<file path="src/hw/rtl/greedy_superstring_length_core_macros.svh">
// Assertion macros shared by the greedy superstring length core.
`ifndef GREEDY_SUPERSTRING_LENGTH_CORE_MACROS_SVH
`define GREEDY_SUPERSTRING_LENGTH_CORE_MACROS_SVH
`ifndef SYNTHESIS
// Same-cycle implication, checked outside reset.
`define GSL_ASSERT_IMPLY(label, clk, rst_n, ante, cons) \
    label: assert property (@(posedge clk) disable iff (!rst_n) (ante) |-> (cons)) \
        else $error("greedy superstring core: same-cycle check failed");
// Next-cycle implication, checked outside reset.
`define GSL_ASSERT_NEXT(label, clk, rst_n, ante, cons) \
    label: assert property (@(posedge clk) disable iff (!rst_n) (ante) |=> (cons)) \
        else $error("greedy superstring core: next-cycle check failed");
`else
`define GSL_ASSERT_IMPLY(label, clk, rst_n, ante, cons)
`define GSL_ASSERT_NEXT(label, clk, rst_n, ante, cons)
`endif
`endif

</file>
<file path="src/hw/rtl/gsl_pkg.sv">
// Types and constants shared by the greedy superstring length core.
package gsl_pkg;

    // Output length width and its saturation value.
    localparam int OUT_W = 11;
    localparam logic [OUT_W-1:0] LEN_SAT = 11'd2047;

    // One input word.
    typedef struct packed {
        logic [7:0] character;
        logic       has_char;
        logic       end_of_string;
        logic       end_of_set;
    } t_in_word;

    // One result word.
    typedef struct packed {
        logic [OUT_W-1:0] superstring_length;
        logic             overflow;
    } t_out_word;

    // Commands from the controller to the datapath.
    typedef struct packed {
        logic load;
        logic ij_clr;
        logic ij_adv;
        logic len_sel_j;
        logic latch_la;
        logic set_k;
        logic t_clr;
        logic t_inc;
        logic k_dec;
        logic wr_ovl;
        logic g_init;
        logic g_cmp;
        logic g_pick;
        logic emit;
    } t_cmd;

    // Status from the datapath to the controller.
    typedef struct packed {
        logic ovf;
        logic lt2;
        logic last_pair;
        logic diag;
        logic k_zero;
        logic chars_eq;
        logic t_last;
        logic pick_last;
    } t_status;

endpackage

</file>
<file path="src/hw/rtl/gsl_ctrl.sv">
// Controller: sequences loading, overlap search, greedy picks and result hand-off.
module gsl_ctrl import gsl_pkg::*; (
    input  logic    i_clk,
    input  logic    i_rst_n,
    input  logic    i_in_valid,
    input  logic    i_end_of_set,
    input  logic    i_out_stall,
    input  t_status i_status,
    output logic    o_in_stall,
    output logic    o_out_valid,
    output t_cmd    o_cmd
);

    typedef enum logic [3:0] {
        S_LOAD, S_START, S_PAIR, S_LA, S_LB, S_KCHK, S_CRD, S_CCMP,
        S_GINIT, S_GRD, S_GCMP, S_GPICK, S_EMIT
    } t_state;

    t_state r_state, n_state;
    logic   r_in_stall, n_in_stall;
    logic   r_out_valid, n_out_valid;
    logic   in_acc, out_free;

    assign in_acc   = i_in_valid && !r_in_stall;
    assign out_free = !r_out_valid || !i_out_stall;

    // Next state and commands.
    always_comb begin
        n_state     = r_state;
        o_cmd       = '0;
        n_out_valid = r_out_valid && i_out_stall;
        unique case (r_state)
            S_LOAD: begin
                if (in_acc) begin
                    o_cmd.load = 1'b1;
                    if (i_end_of_set) begin
                        n_state = S_START;
                    end
                end
            end
            S_START: begin
                o_cmd.ij_clr = 1'b1;
                n_state = (i_status.ovf || i_status.lt2) ? S_EMIT : S_PAIR;
            end
            S_PAIR: begin
                if (i_status.diag) begin
                    o_cmd.wr_ovl = 1'b1;
                    if (i_status.last_pair) begin
                        n_state = S_GINIT;
                    end else begin
                        o_cmd.ij_adv = 1'b1;
                    end
                end else begin
                    n_state = S_LA;
                end
            end
            S_LA: begin
                o_cmd.latch_la  = 1'b1;
                o_cmd.len_sel_j = 1'b1;
                n_state = S_LB;
            end
            S_LB: begin
                o_cmd.set_k = 1'b1;
                n_state = S_KCHK;
            end
            S_KCHK: begin
                if (i_status.k_zero) begin
                    o_cmd.wr_ovl = 1'b1;
                    if (i_status.last_pair) begin
                        n_state = S_GINIT;
                    end else begin
                        o_cmd.ij_adv = 1'b1;
                        n_state = S_PAIR;
                    end
                end else begin
                    o_cmd.t_clr = 1'b1;
                    n_state = S_CRD;
                end
            end
            S_CRD: begin
                n_state = S_CCMP;
            end
            S_CCMP: begin
                if (!i_status.chars_eq) begin
                    o_cmd.k_dec = 1'b1;
                    n_state = S_KCHK;
                end else if (i_status.t_last) begin
                    o_cmd.wr_ovl = 1'b1;
                    if (i_status.last_pair) begin
                        n_state = S_GINIT;
                    end else begin
                        o_cmd.ij_adv = 1'b1;
                        n_state = S_PAIR;
                    end
                end else begin
                    o_cmd.t_inc = 1'b1;
                    n_state = S_CRD;
                end
            end
            S_GINIT: begin
                o_cmd.g_init = 1'b1;
                o_cmd.ij_clr = 1'b1;
                n_state = S_GRD;
            end
            S_GRD: begin
                n_state = S_GCMP;
            end
            S_GCMP: begin
                o_cmd.g_cmp = 1'b1;
                if (i_status.last_pair) begin
                    n_state = S_GPICK;
                end else begin
                    o_cmd.ij_adv = 1'b1;
                    n_state = S_GRD;
                end
            end
            S_GPICK: begin
                o_cmd.g_pick = 1'b1;
                o_cmd.ij_clr = 1'b1;
                n_state = i_status.pick_last ? S_EMIT : S_GRD;
            end
            S_EMIT: begin
                if (out_free) begin
                    o_cmd.emit  = 1'b1;
                    n_out_valid = 1'b1;
                    n_state     = S_LOAD;
                end
            end
            default: begin
                n_state = S_LOAD;
            end
        endcase
        n_in_stall = n_state != S_LOAD;
    end

    // State and registered handshake outputs.
    always_ff @(posedge i_clk) begin
        if (!i_rst_n) begin
            r_state     <= S_LOAD;
            r_in_stall  <= 1'b0;
            r_out_valid <= 1'b0;
        end else begin
            r_state     <= n_state;
            r_in_stall  <= n_in_stall;
            r_out_valid <= n_out_valid;
        end
    end

    assign o_in_stall  = r_in_stall;
    assign o_out_valid = r_out_valid;

endmodule

</file>
<file path="config.mk">
export PLATFORM = sky130hd
export DESIGN_NAME = gsl_ctrl
export DESIGN_NICKNAME = d
export VERILOG_FILES = /design/src/hw/rtl/greedy_superstring_length_core_macros.svh /design/src/hw/rtl/gsl_pkg.sv /design/src/hw/rtl/gsl_ctrl.sv
export SDC_FILE = /design/constraint.sdc
export NUM_CORES = 1
export LEC_CHECK = 0
export ABC_CLOCK_PERIOD_IN_PS = 3000
export BUFFER_PORTS_ARGS = -buffer_cell sky130_fd_sc_hd__buf_2
export CORE_AREA = 2 2 39 41
export CTS_CLUSTER_DIAMETER = 30
export DETAILED_ROUTE_END_ITERATION = 10
export DIE_AREA = 0 0 41 43
export PLACE_DENSITY = 0.76
export SETUP_SLACK_MARGIN = 0.15
export SLEW_MARGIN = 10
export SYNTH_ARGS = -nofsm -noshare
export SYNTH_HDL_FRONTEND = slang
export SYNTH_SLANG_ARGS = --single-unit
</file>
<file path="constraint.sdc">
create_clock -name i_clk -period 3 [get_ports i_clk]
set_clock_uncertainty 0.15 [all_clocks]
set_input_delay 0.15 -clock i_clk [delete_from_list [all_inputs] [get_ports i_clk]]
set_output_delay 0.15 -clock i_clk [all_outputs]
set_load 0.02 [all_outputs]
</file>
Yosys cells after proc, flatten, opt, wreduce, memory -nomap -nowiden
Index checks and enable logic that the tools add are counted.
{"block": "word_totals", "register_bits": 6, "in_bits": 13, "output_inout_bits": 16, "elab_cells": 67}
{"block": "classes", "eq_ne": 12, "mux": 42, "n_reduce_logical": 10}
{"cell": "4-bit one-hot mux with 13 select lines", "count": 1}
{"cell": "4-bit two-way mux", "count": 10}
{"cell": "1-bit two-way mux", "count": 25}
{"cell": "4-bit equality test (second input constant)", "count": 5}
{"cell": "4-bit by 3-bit equality test with 1-bit output (second input constant)", "count": 4}
{"cell": "4-bit by 2-bit equality test with 1-bit output (second input constant)", "count": 2}
{"cell": "2-bit two-way mux", "count": 3}
{"cell": "4-bit by 1-bit equality test with 1-bit output (second input constant)", "count": 1}
{"cell": "4-bit logical NOT", "count": 1}
{"cell": "1-bit one-hot mux with 4 select lines", "count": 1}
{"cell": "4-bit nonzero test", "count": 1}
{"cell": "1-bit logical NOT", "count": 3}
{"cell": "3-bit two-way mux", "count": 1}
{"cell": "1-bit one-hot mux with 3 select lines", "count": 1}
{"cell": "3-bit OR reduction", "count": 1}
{"cell": "1-bit logical AND", "count": 2}
{"cell": "1-bit logical OR", "count": 2}

Depth between registers and ports, before layout
{"block": "depth", "word_depth": 5, "depth_mapped": 6}

Worst setup path after synthesis
Ideal clock, no wire load.
{"block": "synth_path", "path_type": "reg2out", "from": "register r_state[1]", "to": "output port o_cmd[11] (netlist name)", "arrival_ps": 1607, "required_time_ps": 2700, "setup_slack_ps": 1093, "stages_incl_launch_ff": 6, "path_buffers": 0, "cell_sequence": "dfxtp_1 -> nor2b_1 -> nand3b_1 -> a31oi_1 -> nor2_1 -> nor2_1"}
{"item": "from (decl)", "line": "gsl_ctrl.sv:19", "rtl": "t_state r_state, n_state;"}
{"item": "from (signal assigned)", "line": "gsl_ctrl.sv:143", "rtl": "r_state <= n_state;"}
{"item": "to (decl)", "line": "gsl_ctrl.sv:11", "rtl": "output t_cmd o_cmd"}

==> results.sh <==
export IMPL_dieArea_um2=1760
export IMPL_route_met2_wl_um=691
export IMPL_synth_seq_cells=6
export IMPL_n_antenna_cell=0
export IMPL_die_w_um=41
export IMPL_detailedRoute_firstIterationViolations=26
export IMPL_gr_total_overflow=0
export IMPL_cell_internal_pwr_w=0.000305
export IMPL_finalHoldViolCount=0
export IMPL_synth_area_leaders="dfxtp_1, nor2_1, nor3_1, nand2_1, nand2b_1"
export IMPL_cts_resized=0
export IMPL_cts_max_level=1
export IMPL_cts_buffer_depth=2
export IMPL_fin_setup_tns_ns=0
export IMPL_avgSynthCellArea_um2=6.93
export IMPL_switchingPower_w=0.000297
export IMPL_power_frac_comb_pct=59.6
export IMPL_placed_area_um2=688
export IMPL_cts_tree="yes"
export IMPL_hpwl_um=1080
export IMPL_nNetsFinal=123
export IMPL_setup_violations_final=0
export IMPL_slew_limit_headroom_pct=60.7
export IMPL_seqPwrFrac_pct=28.6
export IMPL_swShare_pct=49.3
export IMPL_post_cts_buffers=0
export IMPL_drv_cap=0
export IMPL_grt_pass1_wl_um=2070
export IMPL_gp_congestion=0.739
export IMPL_worst_setup_hold_path_clk_slew_ns=0.04
export IMPL_ant_nets=0
export IMPL_fp_row_count=14
export IMPL_firstDrtPassIters=4
export IMPL_syn_nets=96
export IMPL_period_share_pct=73.4
export IMPL_drt_met1_wl_um=571
export IMPL_cts_root_buf="clkbuf_4"
export IMPL_grt_pass1_vias=531
export IMPL_syn_to_final_growth_pct=23.5
export IMPL_status="completed"
export IMPL_io_buffers=28
export IMPL_crit_arrival_ns=1.90
export IMPL_syn_instance_count=83
export IMPL_period_minus_slack_ns=2.20
export IMPL_numCtsBuffers=3
export IMPL_finalNonFillerCells=124
export IMPL_start_util_pct=41.6
export IMPL_rsz0062_at_grt="no"
export IMPL_grt_start_max_net_pins=15
export IMPL_hold_class="in -> reg"
export IMPL_power_frac_clock_pct=11.8
export IMPL_drc=0
export IMPL_antenna_found_initial=0
export IMPL_power_density_nw_per_um2=847
export IMPL_synth_cell_types=25
export IMPL_insertion_delay_ns=0.24
export IMPL_io_pins=29
export IMPL_drive_gt1_share_pct=33.3
export IMPL_cts_hold_buf=0
export IMPL_max_freq_mhz=454
export IMPL_yosys_warnings=0
export IMPL_cp_required_ns=2.70
export IMPL_vias=690
export IMPL_p_leak_nw=0.310
export IMPL_critical_path_class="reg -> out"
export IMPL_drv_slew=0
export IMPL_routed_via_density=5.56
export IMPL_fill_cells=139
export IMPL_pre_cts_slack_ns=1.06
export IMPL_final_cell_mix="buf_2, nor2_1, nand2_1, nor3_1"
export IMPL_coreArea_um2=1380
export IMPL_critPathCaptureType="primary output"
export IMPL_ys_seq_area_share_pct=20.9
export IMPL_grt_usage_pct=17.2
export IMPL_finalWirelength_um=1370
export IMPL_wl_per_cell_um=11.1
export IMPL_design_area_um2=711
export IMPL_wl_met3_um=88
export IMPL_startpoint_type="flop"
export IMPL_yosys_area_top_type="dfxtp_1"
export IMPL_cts_sinks=6
export IMPL_dp_cells=121
export IMPL_yosysTopAreaCellShare_pct=20.9
export IMPL_worstMarginPinSlew_ns=0.583
export IMPL_setup_slack_ns=0.799
export IMPL_vdd_drop_max_mv=0.377
export IMPL_highest_layer="met4"
export IMPL_synth_area_um2=576
export IMPL_mostFrequentLayoutCell="buf_2"
export IMPL_die_h_um=43
export IMPL_crit_fanout=14
logic make-up (layout without fill, tap and decap cells):
kind of cell / Yosys count / count (layout) / share of synthesized area [%]
flops: 6 / 6 / 20.9
simple gates: 51 / 51 / 46.1
buf+inv: 6 / 31 / 8.26
compound gates: 20 / 20 / 24.8
synthesized netlist by cell type:
master    number
o21ai_0        2
buf_4          2
nor4_4         1
or2_4          1
nor3_1         7
nand3b_1       1
nor2b_1        4
and3_1         1
a41oi_2        1
o32ai_2        1
dfxtp_1        6
nand3_1        5
a211oi_1       2
a21boi_0       1
nor2_1        16
nand2_1        9
buf_6          2
a31oi_1        2
buf_2          2
a22oi_1        1
and3_4         1
o32ai_1        1
o22ai_1        3
a21oi_1        6
nand2b_1       5
stage by stage:
step | total power (W) | hold slack, ns | utilization (%)
after global placement | 0.000528 | 0.272 | 49.7
final | 0.000602 | 0.0266 | 51.4
after floorplan | 0.000474 | 0.154 | -
after CTS | 0.000606 | 0.0208 | 51.4
after global routing | 0.000653 | 0.0288 | 51.4
after detailed placement | 0.000530 | 0.280 | 49.7
worst max-delay path: stages, from the launching register on:
cell and delay, ns:
dfxtp_1 0.60, nor2b_1 0.43, nand3b_1 0.14, a31oi_1 0.20, nor2_1 0.06, nor2_1 0.07, buf_2 0.16
final timing paths:
kind	slack [ns]	from	depth (start not counted)	end
max	0.80	r_state[1]	6	o_cmd[11]
min reg2reg	0.38	o_out_valid	2	o_out_valid
min	0.03	i_rst_n	2	o_out_valid
max reg2reg	1.07	r_state[0]	5	o_in_stall
layer usage:
| layer | GRT usage (%) | vias up |
|---|---|---|
| met5 | 0 | - |
| met1 | 21.1 | 309 |
| met2 | 25.6 | 28 |
| met4 | 13.3 | 0 |
| met3 | 2.09 | 4 |
| li1 | - | 349 |
final cells by class:
cell class | count | area, µm² | area share [%]
Timing Repair Buffer | 28 | 140 | 19.7
Tap cell | 16 | 20.0 | 2.82
Multi-Input combinational cell | 71 | 408 | 57.4
Sequential cell | 6 | 120 | 16.9
Clock buffer | 3 | 22.5 | 3.17
power by group through the flow:
stage,combinational [W],clock (W),sequential [W]
2_1_floorplan,0.000342,0,0.000132
3_3_place_gp,0.000358,0,0.000170
3_5_place_dp,0.000359,0,0.000172
4_1_cts,0.000360,0.0000753,0.000171
5_1_grt,0.000396,0.0000762,0.000181
6_report,0.000359,0.0000707,0.000172
registers in the layout, indices dropped and copies added, names as in the netlist:
| name | flops |
|---|---|
| r_state | 4 |
| o_out_valid | 1 |
| o_in_stall | 1 |
Power figures use the tool's default switching activity.
